## src/hdl/assert_macros.svh

```systemverilog
// Assertion helpers shared by the deframer RTL
`ifndef ASSERT_MACROS_SVH
`define ASSERT_MACROS_SVH
`ifndef SYNTHESIS
// same-cycle implication
`define ASSERT_IMPL(lbl, clk, rst_n, ante, cons) \
	lbl: assert property (@(posedge clk) disable iff (!(rst_n)) (ante) |-> (cons)) \
		else $error("assertion failed");
// next-cycle implication
`define ASSERT_NEXT(lbl, clk, rst_n, ante, cons) \
	lbl: assert property (@(posedge clk) disable iff (!(rst_n)) (ante) |=> (cons)) \
		else $error("assertion failed");
`else
`define ASSERT_IMPL(lbl, clk, rst_n, ante, cons)
`define ASSERT_NEXT(lbl, clk, rst_n, ante, cons)
`endif
`endif

```

## src/hdl/tsd_pkg.sv

```systemverilog
package tsd_pkg;

	// header layout
	localparam logic [8:0] HDR_LAST   = 9'd511;
	localparam logic [8:0] NAME_BYTES = 9'd100;
	localparam logic [8:0] SIZE_OFF   = 9'd124;
	localparam logic [8:0] SIZE_END   = 9'd136;
	localparam logic [8:0] TYPE_OFF   = 9'd156;
	localparam logic [32:0] END_MARGIN = 33'd1024;

	// characters of interest
	localparam logic [7:0] CH_NUL   = 8'h00;
	localparam logic [7:0] CH_SPACE = 8'h20;
	localparam logic [7:0] CH_DOT   = 8'h2e;
	localparam logic [7:0] CH_SLASH = 8'h2f;
	localparam logic [7:0] CH_ZERO  = 8'h30;
	localparam logic [7:0] CH_FIVE  = 8'h35;
	localparam logic [7:0] CH_SEVEN = 8'h37;

	typedef enum logic [1:0] {
		PH_HEADER  = 2'd0,
		PH_PAYLOAD = 2'd1,
		PH_PAD     = 2'd2,
		PH_DONE    = 2'd3
	} phase_t;

	typedef enum logic [1:0] {
		KIND_HDR  = 2'd0,
		KIND_FILE = 2'd1,
		KIND_SKIP = 2'd2,
		KIND_OFF  = 2'd3
	} kind_t;

	typedef enum logic [2:0] {
		ST_RUN       = 3'd0,
		ST_END       = 3'd1,
		ST_BAD_NAME  = 3'd2,
		ST_BAD_DIGIT = 3'd3,
		ST_BAD_TYPE  = 3'd4,
		ST_TRUNC     = 3'd5
	} status_t;

	// running name check
	typedef struct packed {
		logic       ended;
		logic       bad;
		logic [1:0] cnt;   // segment length, saturates at 3
		logic       dots;  // segment so far is all dots
		logic       any;   // name has a non-slash char
	} name_chk_t;

	localparam name_chk_t NAME_RESET = '{ended: 1'b0, bad: 1'b0, cnt: 2'd0,
		dots: 1'b1, any: 1'b0};

	typedef struct packed {
		logic started;
		logic stopped;
		logic bad;
	} size_flags_t;

	// one result item
	typedef struct packed {
		status_t     status;
		logic [35:0] entry_size;
		logic        entry_is_dir;
		logic        header_done;
		kind_t       byte_kind;
		logic [7:0]  out_byte;
	} result_t;

	function automatic logic seg_is_dots(input name_chk_t nc);
		seg_is_dots = (nc.cnt == 2'd1 || nc.cnt == 2'd2) && nc.dots;
	endfunction

	function automatic name_chk_t name_finish(input name_chk_t nc);
		name_chk_t r;
		r = nc;
		if (!nc.ended) begin
			if (!nc.any || seg_is_dots(nc))
				r.bad = 1'b1;
			r.ended = 1'b1;
		end
		name_finish = r;
	endfunction

	function automatic name_chk_t name_feed(input name_chk_t nc, input logic first,
			input logic [7:0] b);
		name_chk_t r;
		r = nc;
		if (nc.ended) begin
			r = nc;
		end else if (b == CH_NUL) begin
			r = name_finish(nc);
		end else if (b == CH_SLASH) begin
			if (first || nc.cnt == 2'd0 || seg_is_dots(nc))
				r.bad = 1'b1;
			r.cnt = 2'd0;
			r.dots = 1'b1;
		end else begin
			r.any = 1'b1;
			if (nc.cnt != 2'd3)
				r.cnt = nc.cnt + 2'd1;
			if (b != CH_DOT)
				r.dots = 1'b0;
		end
		name_feed = r;
	endfunction

endpackage

```

## src/hdl/tsd_core.sv

```systemverilog
`include "assert_macros.svh"

module tsd_core
	import tsd_pkg::*;
(
	input  logic        clk,
	input  logic        arst_n,
	input  logic        step,            // one byte transfer this cycle
	input  logic [7:0]  data_byte,
	input  logic [31:0] archive_length,
	output result_t     res              // result for the byte at data_byte
);

	logic [31:0] offset_q, offset_d;
	phase_t      phase_q, phase_d;
	logic [8:0]  hidx_q, hidx_d;
	logic        blank_q, blank_d;
	name_chk_t   name_q, name_d;
	logic [35:0] size_q, size_d;
	size_flags_t sflags_q, sflags_d;
	logic [7:0]  type_q, type_d;
	logic [35:0] payload_q, payload_d;
	logic [8:0]  pad_q, pad_d;
	status_t     status_q, status_d;

	logic        end_hit, run, hdr_last, zero_hdr, trunc;
	name_chk_t   nc_fin;
	logic [7:0]  type_eff;
	status_t     fin_status;
	logic [8:0]  pad_new;
	logic [35:0] payload_dec;
	logic [8:0]  pad_dec;

	// archive end check at a header start
	assign end_hit = (status_q == ST_RUN) && (phase_q == PH_HEADER) && (hidx_q == 9'd0) &&
		(({1'b0, offset_q} + END_MARGIN) > {1'b0, archive_length});
	assign run = (status_q == ST_RUN) && !end_hit;

	// evaluation on the last header byte
	assign hdr_last = (hidx_q == HDR_LAST);
	assign nc_fin   = name_finish(name_q);
	assign type_eff = (type_q == CH_NUL) ? CH_ZERO : type_q;
	assign zero_hdr = blank_q && (data_byte == CH_NUL);
	assign trunc    = ({5'd0, offset_q} + 37'd1 + {1'b0, size_q}) >
		{5'd0, archive_length};
	assign pad_new  = 9'(~size_q[8:0] + 9'd1);
	assign payload_dec = payload_q - 36'd1;
	assign pad_dec     = pad_q - 9'd1;

	always_comb begin
		if (zero_hdr)
			fin_status = ST_END;
		else if (nc_fin.bad)
			fin_status = ST_BAD_NAME;
		else if (sflags_q.bad)
			fin_status = ST_BAD_DIGIT;
		else if (type_eff != CH_FIVE && type_eff != CH_ZERO)
			fin_status = ST_BAD_TYPE;
		else if (type_eff == CH_ZERO && trunc)
			fin_status = ST_TRUNC;
		else
			fin_status = ST_RUN;
	end

	// next state
	always_comb begin
		offset_d   = (offset_q == 32'hffff_ffff) ? offset_q : offset_q + 32'd1;
		phase_d    = phase_q;
		hidx_d     = hidx_q;
		blank_d    = blank_q;
		name_d     = name_q;
		size_d     = size_q;
		sflags_d   = sflags_q;
		type_d     = type_q;
		payload_d  = payload_q;
		pad_d      = pad_q;
		status_d   = status_q;
		if (end_hit) begin
			status_d = ST_END;
			phase_d  = PH_DONE;
		end else if (run) begin
			case (phase_q)
				PH_HEADER: begin
					if (data_byte != CH_NUL)
						blank_d = 1'b0;
					if (hidx_q < NAME_BYTES)
						name_d = name_feed(name_q, hidx_q == 9'd0, data_byte);
					// octal size field
					if (hidx_q >= SIZE_OFF && hidx_q < SIZE_END &&
							!sflags_q.stopped && !sflags_q.bad) begin
						if (!sflags_q.started && (data_byte == CH_SPACE ||
								data_byte == CH_NUL)) begin
							sflags_d = sflags_q;
						end else begin
							sflags_d.started = 1'b1;
							if (data_byte == CH_SPACE || data_byte == CH_NUL)
								sflags_d.stopped = 1'b1;
							else if (data_byte < CH_ZERO || data_byte > CH_SEVEN)
								sflags_d.bad = 1'b1;
							else
								size_d = {size_q[32:0], 3'(data_byte - CH_ZERO)};
						end
					end
					if (hidx_q == TYPE_OFF)
						type_d = data_byte;
					if (hdr_last) begin
						type_d   = type_eff;
						status_d = fin_status;
						if (fin_status != ST_RUN) begin
							phase_d = PH_DONE;
						end else begin
							payload_d = size_q;
							pad_d     = pad_new;
							if (size_q != 36'd0)
								phase_d = PH_PAYLOAD;
							else if (pad_new != 9'd0)
								phase_d = PH_PAD;
							else
								phase_d = PH_HEADER;
						end
						hidx_d     = 9'd0;
						blank_d    = 1'b1;
						name_d     = NAME_RESET;
						size_d     = 36'd0;
						sflags_d   = '0;
					end else begin
						hidx_d = hidx_q + 9'd1;
					end
				end
				PH_PAYLOAD: begin
					payload_d = payload_dec;
					if (payload_dec == 36'd0)
						phase_d = (pad_q != 9'd0) ? PH_PAD : PH_HEADER;
				end
				PH_PAD: begin
					pad_d = pad_dec;
					if (pad_dec == 9'd0)
						phase_d = PH_HEADER;
				end
				default: begin
					phase_d = phase_q;
				end
			endcase
		end
	end

	// result fields
	always_comb begin
		res.out_byte     = data_byte;
		res.byte_kind    = KIND_OFF;
		res.header_done  = 1'b0;
		res.entry_is_dir = 1'b0;
		res.entry_size   = 36'd0;
		res.status       = status_d;
		if (run) begin
			case (phase_q)
				PH_HEADER: begin
					res.byte_kind = KIND_HDR;
					if (hdr_last && fin_status == ST_RUN) begin
						res.header_done  = 1'b1;
						res.entry_is_dir = (type_eff == CH_FIVE);
						res.entry_size   = size_q;
					end
				end
				PH_PAYLOAD: res.byte_kind = (type_q == CH_FIVE) ? KIND_SKIP : KIND_FILE;
				PH_PAD:     res.byte_kind = KIND_SKIP;
				default:    res.byte_kind = KIND_OFF;
			endcase
		end
	end

	// parse state
	always_ff @(posedge clk or negedge arst_n) begin
		if (!arst_n) begin
			offset_q   <= 32'd0;
			phase_q    <= PH_HEADER;
			hidx_q     <= 9'd0;
			blank_q    <= 1'b1;
			name_q     <= NAME_RESET;
			size_q     <= 36'd0;
			sflags_q   <= '0;
			type_q     <= 8'd0;
			payload_q  <= 36'd0;
			pad_q      <= 9'd0;
			status_q   <= ST_RUN;
		end else if (step) begin
			offset_q   <= offset_d;
			phase_q    <= phase_d;
			hidx_q     <= hidx_d;
			blank_q    <= blank_d;
			name_q     <= name_d;
			size_q     <= size_d;
			sflags_q   <= sflags_d;
			type_q     <= type_d;
			payload_q  <= payload_d;
			pad_q      <= pad_d;
			status_q   <= status_d;
		end
	end

	`ASSERT_IMPL(a_done_iff_stopped, clk, arst_n, 1'b1, (phase_q == PH_DONE) == (status_q != ST_RUN))
	`ASSERT_NEXT(a_status_sticky, clk, arst_n, status_q != ST_RUN, $stable(status_q))
	`ASSERT_IMPL(a_payload_nonzero, clk, arst_n, phase_q == PH_PAYLOAD, payload_q != 36'd0)

endmodule

```

## src/hdl/tar_stream_deframer_unit.sv

```systemverilog
// Output: a byte accepted on s_axis is registered and appears on m_axis in the next cycle.
// Throughput: one byte per cycle while m_axis_tready is high; the single output register
// frees in the same cycle it is taken, so input and output run back to back.
// Reset: arst_n clears the parse state, the status and archive_length to zero
// and empties the output register.
`include "assert_macros.svh"

module tar_stream_deframer_unit
	import tsd_pkg::*;
(
	input  logic        clk,
	input  logic        arst_n,
	// archive_length write channel
	input  logic        cfg_valid,
	output logic        cfg_ready,
	input  logic [31:0] cfg_data,
	// input bytes
	input  logic        s_axis_tvalid,
	output logic        s_axis_tready,
	input  logic [7:0]  s_axis_tdata,   // [7:0] data_byte
	// classified bytes
	output logic        m_axis_tvalid,
	input  logic        m_axis_tready,
	output logic [55:0] m_axis_tdata,   // [7:0] out_byte, [8] header_done,
	                                    // [9] entry_is_dir, [45:10] entry_size,
	                                    // [48:46] status, [55:49] zero
	output logic [1:0]  m_axis_tuser    // [1:0] byte_kind
);

	logic [31:0] alen_q;
	logic        out_valid_q;
	result_t     out_q;
	result_t     res;
	logic        step;

	// configuration register
	assign cfg_ready = 1'b1;
	always_ff @(posedge clk or negedge arst_n) begin
		if (!arst_n)
			alen_q <= 32'd0;
		else if (cfg_valid && cfg_ready)
			alen_q <= cfg_data;
	end

	assign s_axis_tready = !out_valid_q || m_axis_tready;
	assign step = s_axis_tvalid && s_axis_tready;

	tsd_core u_core (
		.clk            (clk),
		.arst_n         (arst_n),
		.step           (step),
		.data_byte      (s_axis_tdata),
		.archive_length (alen_q),
		.res            (res)
	);

	// output register
	always_ff @(posedge clk or negedge arst_n) begin
		if (!arst_n)
			out_valid_q <= 1'b0;
		else if (step)
			out_valid_q <= 1'b1;
		else if (m_axis_tready)
			out_valid_q <= 1'b0;
	end

	always_ff @(posedge clk) begin
		if (step)
			out_q <= res;
	end

	assign m_axis_tvalid = out_valid_q;
	assign m_axis_tdata  = {7'd0, out_q.status, out_q.entry_size, out_q.entry_is_dir,
		out_q.header_done, out_q.out_byte};
	assign m_axis_tuser  = out_q.byte_kind;

	`ASSERT_IMPL(a_stall_means_full, clk, arst_n, !s_axis_tready, m_axis_tvalid)
	`ASSERT_IMPL(a_hdone_only_running, clk, arst_n, m_axis_tvalid && out_q.header_done, (out_q.status == ST_RUN) && (out_q.byte_kind == KIND_HDR))
	`ASSERT_IMPL(a_running_not_off, clk, arst_n, m_axis_tvalid && out_q.status == ST_RUN, out_q.byte_kind != KIND_OFF)

endmodule
```

## config.mk

```make
export PLATFORM = sky130hd
export DESIGN_NAME = tar_stream_deframer_unit
export DESIGN_NICKNAME = d
export VERILOG_FILES = /design/src/hdl/tsd_pkg.sv /design/src/hdl/tsd_core.sv /design/src/hdl/tar_stream_deframer_unit.sv
export VERILOG_INCLUDE_DIRS = /design/src /design/src/hdl
export SDC_FILE = /design/constraint.sdc
export NUM_CORES = 1
export LEC_CHECK = 0
export BUFFER_PORTS_ARGS = -buffer_cell sky130_fd_sc_hd__buf_4
export CAP_MARGIN = 20
export CORE_MARGIN = 2
export CORE_UTILIZATION = 48
export DETAILED_ROUTE_END_ITERATION = 12
export PLACE_DENSITY = 0.75
export SLEW_MARGIN = 10
export SYNTH_ARGS = -nofsm -noshare
export SYNTH_HDL_FRONTEND = slang
export SYNTH_HIERARCHICAL = 1
export SYNTH_SLANG_ARGS = --single-unit
```

## constraint.sdc

```tcl
create_clock -name clk -period 7.5 [get_ports clk]
set_input_delay 0.375 -clock clk [delete_from_list [all_inputs] [get_ports clk]]
set_output_delay 0.375 -clock clk [all_outputs]
set_load 0.1 [all_outputs]
```

======== Word level (Yosys, flattened, before mapping) ========
Cells that the tools add are included.
cells by class
  add/sub/neg operators ................... 10
  magnitude comparators ................... 7
  equal/unequal tests ..................... 27
  muxes and demuxes ....................... 60
  bitwise operators ....................... 3
  reductions and logical operators ........ 74
operators by type and width
  operator                count
  $mux 36                 7
  $pmux 36 s2             1
  $reduce_and 8->1        6
  $eq 8x6->1 const B      5
  $mux 3                  13
  $add 33x36->37          1
  $gt 37x32->1            1
  $logic_not 36->1        1
  $reduce_bool 36->1      1
  $sub 36x1->36 const B   1
  $add 32x1->33 const B   1
  $add 32x11->33 const B  1
  $gt 33x32->1            1
  $add 32x1->32 const B   1
  $eq 32x32->1 const B    1
  $mux 9                  3
  $mux 8                  3
  $ne 8x6->1 const B      3
  $reduce_and 6->1        4
  $mux 2                  11
  $reduce_bool 2->1       10
  $add 9x1->9 const B     2
  $logic_not 9->1         2
  $mux 6                  3
  36 further kinds        98
storage, ports and cells
  register bits after elaboration ......... 229
  input port bits ......................... 45
  output and inout port bits .............. 61
  logic and storage cells ................. 206

======== Longest topological paths before layout ========
Gate-level depths: netlist (run 1).
  depth in word-level cells ............... 15
  gate-level depth with buffers ........... 28
  gate-level depth less buffers ........... 26

======== Cells and area by module ========
Netlist (run 1), hierarchy kept.
modules (own cells, without submodules)
  module                    times used  cells each  area an instance (um^2)  sequential area each (um^2)
  tsd_core                  1           1578        12655.9                  3631.0
  tar_stream_deframer_unit  1           133         2987.9                   2357.3

======== Worst setup path before layout (run 1) ========
No wires, ideal clock.
  path kind ............................... reg2reg
  start point ............................. reg u_core.size_q[0]
  end point ............................... reg u_core.payload_q[26]
  library setup time ...................... 0.121 ns
  arrival time ............................ 5.495 ns
  required time ........................... 7.379 ns
  path slack .............................. 1.884 ns
  cell stages (with the launch flop) ...... 28
  buffers on the path ..................... 1
  clock period less this slack ............ 5.616 ns
  path through ............................ dfrtp_1 inv_1 ha_1 inv_1 fa_1 a211oi_1 nor2_1 o21a_1 nor2_1 o21a_1 o21ai_0 a31oi_1 o21ai_0 a21oi_1 xnor2_1 ha_1 nand4_1 nor3_1 nand2_1 nor3_1 and3_1 o31ai_1 a2111o_1 nor4b_4 a22oi_2 buf_2 o31a_1 o22a_1
between the ends
  word-level cells in the longest chain between the ends .. 11
ends and longest elaborated chain
  item                        RTL line         source
  start: declaration          tsd_core.sv:19   logic [35:0] size_q, size_d;
  start signal: assignment    tsd_core.sv:192  size_q <= size_d;
  $add 33x36->37              tsd_core.sv:44   assign trunc = ({5'd0, offset_q} + 37'd1 + {1'b0, size_q}) >
  $gt 37x32->1                tsd_core.sv:44
  $logic_and 1x1->1           tsd_core.sv:59   else if (type_eff == CH_ZERO && trunc)
  $mux 3                      tsd_core.sv:59
  $mux 3                      tsd_core.sv:57   else if (type_eff != CH_FIVE && type_eff != CH_ZERO)
  $mux 3                      tsd_core.sv:55   else if (sflags_q.bad)
  $mux 3                      tsd_core.sv:53   else if (nc_fin.bad)
  $mux 3                      tsd_core.sv:51   if (zero_hdr)
  $reduce_bool 3->1           tsd_core.sv:109  if (fin_status != ST_RUN) begin
  $ne 2x2->1 (no line)        --
  $reduce_and 6->1 (no line)  --
  end signal: assignment      tsd_core.sv:195  payload_q <= payload_d;
  end: declaration            tsd_core.sv:22   logic [35:0] payload_q, payload_d;
No other way between the ends.
A chain may end at the register's enable or synchronous reset.

======== Worst setup path after layout (run 1) ========
  start point ............................. reg u_core.size_q[0]
  end point ............................... reg u_core.payload_q[9]
The elaborated chain is that of the path after synthesis.

==> run summary, run 1 <==
outcome = complete, but fails checks
failing checks = negative hold slack
maximum capacitance violations = 0
worst-case register-to-register setup slack = 0.56 ns
final worst path period need = 6.94 ns
end point of the critical path = u_core/payload_q[9]
syn_area_per_cell = 9.14 sq um
initial antenna violation count = 0
Cell variety after synth = 79
leading cell types by count after synthesis = sky130_fd_sc_hd__dfrtp_1, sky130_fd_sc_hd__nand2_1, sky130_fd_sc_hd__ha_1, sky130_fd_sc_hd__nor2_1, sky130_fd_sc_hd__a21oi_1
number of enable-type register cells in the synthesized netlist = 51
global-route wire length before repair = 68000 microns
clock latency of the later-clocked register in the worst-skew pair = 0.55 ns
Max stage delay on crit path = 0.77 ns
peak fanout along the critical path = 20
maximum number of pins on one net before global-route repair = 105
Clk Tree Root Cell = sky130_fd_sc_hd__clkbuf_16
placement row count = 66
area growth from synthesis to layout = 11.7%
final wirelength = 43100 microns
top area cells in the synthesized netlist = sky130_fd_sc_hd__dfrtp_1, sky130_fd_sc_hd__edfxtp_1, sky130_fd_sc_hd__ha_1
worst-case hold slack = -0.0722 ns
total global routing track utilization = 0.252
clock tree from TritonCTS = yes
Total Neg Setup Slack = 0 ns
library cell with the largest summed area after synthesis = sky130_fd_sc_hd__dfrtp_1
total standard cell area after synthesis = 15600 sq um
unrepaired setup endpoints after global routing = no
fraction of post-synthesis cell area in the top cell type by area = 0.282
number of nets in the layout = 1916
count of mapped cells out of synthesis = 1711
VDD IR-drop max = 181 uV
most numerous cell on the critical path = sky130_fd_sc_hd__buf_4
number of standard cells in the layout, taps in and fillers out = 2220
final-layout fill cell count = 2901
layout cells sized above 1 = 0.128
classification of the worst setup path = reg2reg
buffer levels on the longest clock path = 3
vias post-DR = 13.3k
slowest CP cell = sky130_fd_sc_hd__a22oi_2
die outline width = 185 microns
first-pass iteration count of the detailed router = 6
die extent in y = 185 microns
arrival time worst endpoint = 7.36 ns
measured slew at the worst slew-check pin = 1.05 ns
# setup viols final = 0
adder-cell share of the synthesized area = 0.0917
part of the Yosys area used for sequential elements = 0.383
multiplexer share of the synthesized area = 0.0414
maximum clock rate = 0.144 GHz
CTS sink cnt = 229
Yosys Warn Count = 6
DIE AREA = 34100 sq um
remaining design rule violation count = 0
top-count cell post-synth = sky130_fd_sc_hd__dfrtp_1
count of routing violations after the opening detailed-route iteration = 1134
CTS clock-pin slew for the worst setup and hold paths = 0.06 ns
number of buffers added by the clock tree synthesis step = 26
via count of the first global-routing pass = 12.5k
simple-gate share of the synthesized area = 0.211
Register-to-Register Path Depth = 29
share of flip-flops with an asynchronous set or reset after synthesis = 0.777
pre-CTS setup slack = 0.631 ns
number of storage elements in the synthesis netlist = 229
Worst Path Required = 7.92 ns
number of endpoints with negative hold slack in the final report = 24
combinational family with the most area after synthesis = simple AND/OR/NAND/NOR gates
Clock Skew = 0.0221 ns
compound-cell area share of the yosys netlist = 0.168
number of pins with negative max-slew slack in the final report = 0
worst setup path startpoint = u_core/size_q[0]
Max-slew headroom = 0.301
ratio of final minimum period to clock period = 0.925
number of ports placed on the die boundary = 106
post-route setup slack = 0.561 ns
number of placed instances with taps included = 2167
Avg Vias per Cell = 6.00
half-perimeter wire length of the detailed placement result = 30800 microns
Final ANT Viol Nets = 0
share of the synthesized netlist area taken by xor and xnor gates = 0.0565
Leak Pwr = 7.88 nW
average detailed-routed wire length per instance = 19.4 microns
endpoint of the lowest-slack register-to-register path = u_core/payload_q[9]
most used flip-flop cell after synthesis = sky130_fd_sc_hd__dfrtp_1
final weighted congestion in routability-driven placement = 1.01
kind of capture point of the worst setup path = flip-flop
Remaining Overflow, GRT = 0
CTS H-tree lvls = 1
kind of path behind the tightest hold check = in2async
total core area = 32300 sq um
initial cell density of the core = 0.484
critical path startpoint category = flip-flop
startpoint of the worst register-to-register path = u_core/size_q[0]
power density normalized to cell area = 229 nW/um^2
I/O Buffers = 97
## per-layer routing
metal	global-route usage	routed length, microns	vias to the layer above
met1	0.365	19500	6460
met2	0.389	19100	497
met5	0	0	-
met4	0.0765	1330	0
li1	-	-	6270
met3	0.0356	3100	84
## worst max-delay path, delay by kind of cell (launching register included)
family	cells	cell delay [ns]
AO/OA/AOI/OAI	13	3.25
AND/OR/NAND/NOR	7	1.04
XOR/XNOR	1	0.09
adder cells (fa/ha/maj)	3	0.96
flip-flops	1	0.44
buffers and inverters	5	1.03
## worst min path at each step
stage / from / end / slack, ns / cells after the start
final: arst_n / alen_q[31] / -0.07 / 1
after global routing: arst_n / alen_q[31] / 0.02 / 1
after CTS: s_axis_tdata[7] / m_axis_tdata[7] / 0.002 / 1
after detailed placement: u_core/blank_q / u_core/blank_q / 0.49 / 2
after global placement: u_core/blank_q / u_core/blank_q / 0.47 / 2
after floorplan: arst_n / alen_q[0] / 0.08 / 0
## repair_timing
action                                  CTS  global route
gates resized for setup                   0             1
endpoints found under the setup margin    0             3
hold endpoints to repair                  1             0
setup buffers                             0             3
hold buffers                              1             0
## flip-flops by register name, summed over array words and instances, names as in the netlist, 2 cells and up
name / cells
m_axis_tdata: 49
u_core/payload_q: 36
u_core/size_q: 36
alen_q: 32
u_core/offset_q: 32
u_core/hidx_q: 9
u_core/pad_q: 9
u_core/type_q: 8
u_core/name_q: 6
u_core/sflags_q: 3
u_core/status_q: 3
m_axis_tuser: 2
u_core/phase_q: 2
## cell usage in the layout, fill, tap and decap left out, types with 45 or more instances in the layout
master,Yosys,layout
sky130_fd_sc_hd__a21oi_1,108,108
sky130_fd_sc_hd__and2_1,52,51
sky130_fd_sc_hd__buf_4,16,112
sky130_fd_sc_hd__dfrtp_1,176,176
sky130_fd_sc_hd__edfxtp_1,51,51
sky130_fd_sc_hd__ha_1,113,112
sky130_fd_sc_hd__inv_1,64,64
sky130_fd_sc_hd__nand2_1,170,170
sky130_fd_sc_hd__nand2b_1,46,46
sky130_fd_sc_hd__nand3_1,59,59
sky130_fd_sc_hd__nor2_1,110,110
sky130_fd_sc_hd__nor3_1,47,47
sky130_fd_sc_hd__o21ai_0,106,106
sky130_fd_sc_hd__xnor2_1,56,56
sky130_fd_sc_hd__xor2_1,45,45
## power by group
part | internal, mW | total, mW | switching [mW]
combinational | 0.403 | 1.10 | 0.692
sequential | 1.42 | 1.61 | 0.188
clock | 0.757 | 1.30 | 0.538
total | 2.58 | 4.00 | 1.42
## cells by family (layout without fill, tap and decap cells)
family / count (synthesis) / count (layout)
AOI/OAI and AO/OA: 404 / 404
xor gates and xnor gates: 101 / 101
adders and majority gates: 114 / 114
buffers and inverters: 166 / 226
DFF: 229 / 229
muxes: 48 / 48
other: 2 / 9
and+or+nand+nor: 647 / 647
## metrics by stage
| step | utilization | total power [mW] | area (sq um) | hold WS (ns) |
|---|---|---|---|---|
| final | 0.541 | 4.00 | 17500 | -0.0722 |
| after CTS | 0.540 | 4.00 | 17400 | 0.00219 |
| after floorplan | - | 2.40 | 15700 | 0.0794 |
| after global routing | 0.541 | 4.20 | 17500 | 0.0157 |
| after global placement | 0.513 | 2.65 | 16600 | 0.474 |
| after detailed placement | 0.513 | 2.69 | 16600 | 0.489 |
## area by class of cell
cell class	count	area, sq um	area share
Multi-Input combinational cell	1322	8960	0.513
Sequential cell	229	5990	0.343
Timing Repair Buffer	114	862	0.0493
Clock buffer	32	726	0.0415
Tap cell	442	553	0.0317
Inverter	64	240	0.0137
Clock inverter	16	145	0.00831
Antenna cell	1	2.50	0.000143
No activity file was read; power rests on OpenSTA's default activity.
==> run 2: changes to the inputs <==
--- a/config.mk
+++ b/config.mk
@@ -6,12 +6,14 @@
 export SDC_FILE = /design/constraint.sdc
 export NUM_CORES = 1
 export LEC_CHECK = 0
-export BUFFER_PORTS_ARGS = -buffer_cell sky130_fd_sc_hd__buf_4
 export CAP_MARGIN = 20
 export CORE_MARGIN = 2
 export CORE_UTILIZATION = 48
 export DETAILED_ROUTE_END_ITERATION = 12
-export PLACE_DENSITY = 0.75
+export DONT_BUFFER_PORTS = 1
+export PLACE_DENSITY = 0.72
+export RECOVER_POWER = 100
+export REMOVE_ABC_BUFFERS = 1
 export SLEW_MARGIN = 10
 export SYNTH_ARGS = -nofsm -noshare
 export SYNTH_HDL_FRONTEND = slang
==> run summary, run 2 (synthesis gave the netlist of run 1 again) <==
outcome = complete, but fails checks
failing checks = negative hold slack, max-capacitance violations, max-slew violations
Total Neg Setup Slack = 0 ns (unchanged)
area growth from synthesis to layout = 9.28%
measured slew at the worst slew-check pin = 4.59 ns (+3.55 ns)
worst-case hold slack = -0.00149 ns (+0.0707 ns)
CTS sink cnt = 229 (unchanged)
Clk Tree Root Cell = sky130_fd_sc_hd__clkbuf_16
leading cell types in the layout, fill and taps excluded = sky130_fd_sc_hd__dfrtp_1, sky130_fd_sc_hd__nand2_1, sky130_fd_sc_hd__ha_1
Avg Vias per Cell = 5.99 (-0.16%)
first-pass iteration count of the detailed router = 5 (-1)
final weighted congestion in routability-driven placement = 0.965 (-4.2%)
remaining design rule violation count = 0 (unchanged)
half-perimeter wire length of the detailed placement result = 29200 microns (-5.3%)
number of nets in the layout = 1871 (-2.3%)
critical path startpoint category = flip-flop
post-route setup slack = 0.584 ns (+0.0231 ns)
uppermost metal layer occupied by signal nets = met4
Clock Skew = 0.0206 ns (-0.00151 ns)
maximum capacitance violations = 2 (+2)
total global routing track utilization = 0.251 (-0.000503)
count of routing violations after the opening detailed-route iteration = 1092 (-3.7%)
die extent in y = 185 microns (unchanged)
number of buffers inserted by post-CTS setup repair = 0 (unchanged)
routed metal-1 wirelength = 18200 microns (-6.7%)
maximum number of pins on one net before global-route repair = 179 (+70%)
power density normalized to cell area = 231 nW/um^2 (+0.86%)
vias post-DR = 13.0k (-2.3%)
buffer levels on the longest clock path = 3 (unchanged)
number of flip-flops in the largest register = 49 (unchanged)
classification of the worst setup path = reg2reg
unrepaired setup endpoints after global routing = no
total power consumption of the routed design = 3.94 mW (-1.3%)
kind of capture point of the worst setup path = flip-flop
number of standard cells in the layout, taps in and fillers out = 2172 (-2.2%)
total area of sequential cells = 5990 sq um (unchanged)
final-layout fill cell count = 2893 (-0.28%)
global-route wire length before repair = 68000 microns (unchanged)
arrival time worst endpoint = 7.31 ns (-0.05 ns)
clock latency of the later-clocked register in the worst-skew pair = 0.54 ns (about the same)
Inserted Diodes = 0 (-1)
peak fanout along the critical path = 72 (+260%)
initial antenna violation count = 0 (unchanged)
Final ANT Viol Nets = 0 (unchanged)
clock tree from TritonCTS = yes
total core area = 32300 sq um (unchanged)
number of endpoints with negative hold slack in the final report = 1 (-96%)
CTS clock-pin slew for the worst setup and hold paths = 0.07 ns (about the same)
final worst path period need = 6.92 ns (-0.0231 ns)
I/O Buffers = 0 (-100%)
number of placed instances with taps included = 2067 (-4.6%)
number of pins with negative max-slew slack in the final report = 215 (+215)
number of buffers added by the clock tree synthesis step = 25 (-3.8%)
number of ports placed on the die boundary = 106 (unchanged)
kind of path behind the tightest hold check = in2reg
initial cell density of the core = 0.484 (unchanged)
Leak Pwr = 7.45 nW (-5.5%)
Remaining Overflow, GRT = 0 (unchanged)
Max-slew headroom = -2.06 (-2.36)
pre-CTS setup slack = 0.610 ns (-0.0207 ns)
leading cell type in the layout, fill and taps excluded = sky130_fd_sc_hd__dfrtp_1
final wirelength = 42600 microns (-1.3%)
CTS H-tree lvls = 1 (unchanged)
average detailed-routed wire length per instance = 19.6 microns (+0.93%)
Worst Path Required = 7.89 ns (-0.03 ns)
placement row count = 66 (unchanged)
die outline width = 185 microns (unchanged)
via count of the first global-routing pass = 12.7k (+1.5%)
VDD IR-drop max = 213 uV (+18%)
# setup viols final = 0 (unchanged)
DIE AREA = 34100 sq um (unchanged)
met2 wire length = 19800 microns (+3.6%)
ratio of final minimum period to clock period = 0.922 (-0.00308)
layout cells sized above 1 = 0.0491 (-0.0786)
footprint of the multi-input gates = 8830 sq um (-1.4%)
maximum clock rate = 0.145 GHz (+0.33%)
Met3 Wirelength = 3310 microns (+6.5%)
[run 2: changes by cell type in the layout (fill, tap and decap cells not counted), sizes merged]
cell	before	now
dlygate4sd3	1	58
clkinv	11	10
diode	1	0
clkbuf	32	33
clkinvlp	3	4
buf	113	7
bufinv	2	3
[run 2: critical path, cell delays in order (launching register included)]
cell                       delay [ns]
sky130_fd_sc_hd__dfrtp_1         0.45
sky130_fd_sc_hd__ha_1            0.23
sky130_fd_sc_hd__and3_1          0.23
sky130_fd_sc_hd__nand3_1         0.25
sky130_fd_sc_hd__or3_1           0.46
sky130_fd_sc_hd__nor2_1          0.14
sky130_fd_sc_hd__xor2_1          0.21
sky130_fd_sc_hd__ha_1            0.28
sky130_fd_sc_hd__a21oi_1         0.13
sky130_fd_sc_hd__nor2b_1         0.05
sky130_fd_sc_hd__o21ai_0         0.15
sky130_fd_sc_hd__a21oi_1         0.12
sky130_fd_sc_hd__or3_1           0.46
sky130_fd_sc_hd__o21ai_0         1.08
sky130_fd_sc_hd__and3_1          0.37
sky130_fd_sc_hd__and2_0          0.78
sky130_fd_sc_hd__o21ai_4         0.08
sky130_fd_sc_hd__clkbuf_2        0.70
sky130_fd_sc_hd__o31ai_1         0.56
[run 2: routing by layer]
metal | vias to the layer above | global-route usage
met2 | 504 | 0.415
met1 | 6261 | 0.331
met4 | 0 | 0.0787
li1 | 6167 | -
met3 | 70 | 0.0500
met5 | - | 0
[run 2: worst paths after layout]
check	from	endpoint	slack [ns]	depth (start not counted)
hold / removal	cfg_valid	alen_q[2]	-0.001	1
setup reg to reg	u_core/offset_q[10]	u_core/size_q[3]	0.58	18
setup / recovery	u_core/offset_q[10]	u_core/size_q[3]	0.58	18
hold reg to reg	alen_q[12]	alen_q[12]	0.49	1
max in group asynchronous	arst_n	u_core/size_q[29]	2.81	2
min in group asynchronous	arst_n	u_core/offset_q[8]	2.06	2
[run 2: area by class of cell]
cell class | count | area share
Clock buffer | 28 | 0.0384
Tap cell | 442 | 0.0324
Multi-Input combinational cell | 1322 | 0.516
Timing Repair Buffer | 70 | 0.0385
Sequential cell | 229 | 0.350
Clock inverter | 17 | 0.0100
Inverter | 64 | 0.0141
[run 2: timing repair]
action,CTS,global route
hold endpoints to repair,229,1
setup endpoints to repair,0,2
resized for setup,0,1
hold buffers,58,1
[run 2: metrics by stage]
| stage | area [sq um] | util |
|---|---|---|
| 2_1_floorplan | 15200 | - |
| 3_3_place_gp | 15800 | 0.489 |
| 3_5_place_dp | 15800 | 0.489 |
| 4_1_cts | 17200 | 0.534 |
| 5_1_grt | 17100 | 0.529 |
| 6_report | 17100 | 0.529 |
[run 2: power breakdown]
part	internal (mW)	switching, mW	leakage, nW
Sequential	1.42	0.282	2.77
Clock	0.732	0.528	0.394
Combinational	0.382	0.600	4.28
==> run 3: changes to the inputs <==
--- a/config.mk
+++ b/config.mk
@@ -12,7 +12,6 @@
 export DETAILED_ROUTE_END_ITERATION = 12
 export DONT_BUFFER_PORTS = 1
 export PLACE_DENSITY = 0.72
-export RECOVER_POWER = 100
 export REMOVE_ABC_BUFFERS = 1
 export SLEW_MARGIN = 10
 export SYNTH_ARGS = -nofsm -noshare
==> run summary, run 3 (synthesis gave the netlist of run 1 again) <==
slowest CP cell = sky130_fd_sc_hd__nor4b_4
layout cells sized above 1 = 0.0705 (+0.0214)
via count of the first global-routing pass = 12.7k (unchanged)
# setup viols final = 0 (unchanged)
vias post-DR = 13.1k (+0.74%)
first-pass iteration count of the detailed router = 7 (+2)
ratio of final minimum period to clock period = 0.919 (-0.00311)
Max stage delay on crit path = 0.62 ns (-0.46 ns)
global-route wire length before repair = 68000 microns (unchanged)
maximum clock rate = 0.145 GHz (+0.34%)
total global routing track utilization = 0.251 (unchanged)
initial antenna violation count = 0 (unchanged)
clock tree from TritonCTS = yes
Leak Pwr = 7.61 nW (+2.2%)
count of routing violations after the opening detailed-route iteration = 1140 (+4.4%)
area growth from synthesis to layout = 10.2%
buffer levels on the longest clock path = 3 (unchanged)
Final ANT Viol Nets = 0 (unchanged)
post-route setup slack = 0.607 ns (+0.0233 ns)
final wirelength = 42600 microns (+0.12%)
Avg Vias per Cell = 6.03 (+0.74%)
kind of capture point of the worst setup path = flip-flop
number of pins with negative max-slew slack in the final report = 0 (-100%)
remaining design rule violation count = 0 (unchanged)
Remaining Overflow, GRT = 0 (unchanged)
total core area = 32300 sq um (unchanged)
number of buffers inserted by post-CTS setup repair = 0 (unchanged)
leading cell type in the layout, fill and taps excluded = sky130_fd_sc_hd__dfrtp_1
half-perimeter wire length of the detailed placement result = 29200 microns (unchanged)
unrepaired setup endpoints after global routing = no
Total Neg Setup Slack = 0 ns (unchanged)
Max-slew headroom = 0.281 (+2.34)
clock latency of the later-clocked register in the worst-skew pair = 0.54 ns (about the same)
number of nets in the layout = 1871 (unchanged)
final weighted congestion in routability-driven placement = 0.965 (unchanged)
Clock Skew = 0.0213 ns (+0.000730 ns)
measured slew at the worst slew-check pin = 1.08 ns (-3.51 ns)
final worst path period need = 6.89 ns (-0.0233 ns)
kind of path behind the tightest hold check = in2reg
initial cell density of the core = 0.484 (unchanged)
CTS sink cnt = 229 (unchanged)
number of ports placed on the die boundary = 106 (unchanged)
leading cell types in the layout, fill and taps excluded = sky130_fd_sc_hd__dfrtp_1, sky130_fd_sc_hd__nand2_1, sky130_fd_sc_hd__ha_1
number of buffers added by the clock tree synthesis step = 25 (unchanged)
number of endpoints with negative hold slack in the final report = 0 (-1)
peak fanout along the critical path = 12 (-83%)
maximum capacitance violations = 0 (-2)
VDD IR-drop max = 213 uV (+0.10%)
Inserted Diodes = 0 (unchanged)
average detailed-routed wire length per instance = 19.6 microns (+0.12%)
critical path startpoint category = flip-flop
die outline width = 185 microns (unchanged)
DIE AREA = 34100 sq um (unchanged)
die extent in y = 185 microns (unchanged)
maximum number of pins on one net before global-route repair = 179 (unchanged)
number of flip-flops in the largest register = 49 (unchanged)
Worst Path Required = 7.93 ns (+0.04 ns)
CTS H-tree lvls = 1 (unchanged)
classification of the worst setup path = reg2reg
arrival time worst endpoint = 7.32 ns (about the same)
placement row count = 66 (unchanged)
share of the core filled with cells = 0.534 (+0.00469)
I/O Buffers = 0 (unchanged)
Clk Tree Root Cell = sky130_fd_sc_hd__clkbuf_16
power density normalized to cell area = 230 nW/um^2 (-0.41%)
CTS clock-pin slew for the worst setup and hold paths = 0.06 ns (about the same)
outcome = finished clean
pre-CTS setup slack = 0.610 ns (unchanged)
==> run 3: timing repair <==
| item | CTS | global route |
|---|---|---|
| hold buffers | 58 | 1 |
| hold endpoints to repair | 229 | 1 |
| endpoints found under the setup margin | 0 | 2 |
| resized for setup | 0 | 1 |
==> run 3: path summary, 6_finish.rpt <==
check                            startpoint              endpoint  slack, ns  depth (start not counted)
max                        u_core/size_q[0]  u_core/payload_q[31]       0.61                         27
max reg2reg                u_core/size_q[0]  u_core/payload_q[31]       0.61                         27
min reg2reg                  u_core/blank_q        u_core/blank_q       0.50                          2
min in group asynchronous            arst_n    u_core/offset_q[8]       0.59                          2
min                               cfg_valid             alen_q[2]       0.01                          1
max in group asynchronous            arst_n     u_core/size_q[29]       6.24                          2
==> run 3: report_power, final <==
part	internal [mW]	total, mW	switching [mW]
clock	0.732	1.26	0.529
sequential	1.42	1.70	0.282
combinational	0.398	1.00	0.603
total	2.55	3.96	1.41
==> run 3: area by class of cell <==
cell class | count | area (sq um)
Clock buffer | 28 | 657
Tap cell | 442 | 553
Fill cell | 2860 | 15000
Timing Repair Buffer | 70 | 691
Multi-Input combinational cell | 1322 | 8950
Clock inverter | 17 | 171
Sequential cell | 229 | 5990
Inverter | 64 | 240
==> run 3: stage by stage <==
stage | hold slack, ns | area (sq um) | instances | total power, mW
2_1_floorplan | 0.0794 | 15200 | 1615 | 2.36
3_3_place_gp | 0.0917 | 15800 | 2067 | 2.60
3_5_place_dp | 0.0926 | 15800 | 2067 | 2.64
4_1_cts | 0.000329 | 17200 | 2170 | 3.96
5_1_grt | 0.00267 | 17200 | 2172 | 4.17
6_report | 0.0132 | 17200 | 2172 | 3.96
==> run 3: per-layer routing <==
metal,share of wire,global-route usage,vias up
met2,0.46,0.415,543
met1,0.43,0.331,6292
met5,0,0,-
li1,-,-,6178
met3,0.077,0.0500,85
met4,0.032,0.0787,0
==> run 3: worst max-delay path, delay by kind of cell, from the launching register on <==
kind	cells	cell delay, ns
AO/OA/AOI/OAI	12	2.85
XOR/XNOR	1	0.08
adder cells (fa/ha/maj)	3	0.92
buffers and inverters	3	0.56
flip-flops	1	0.44
AND/OR/NAND/NOR	8	1.89
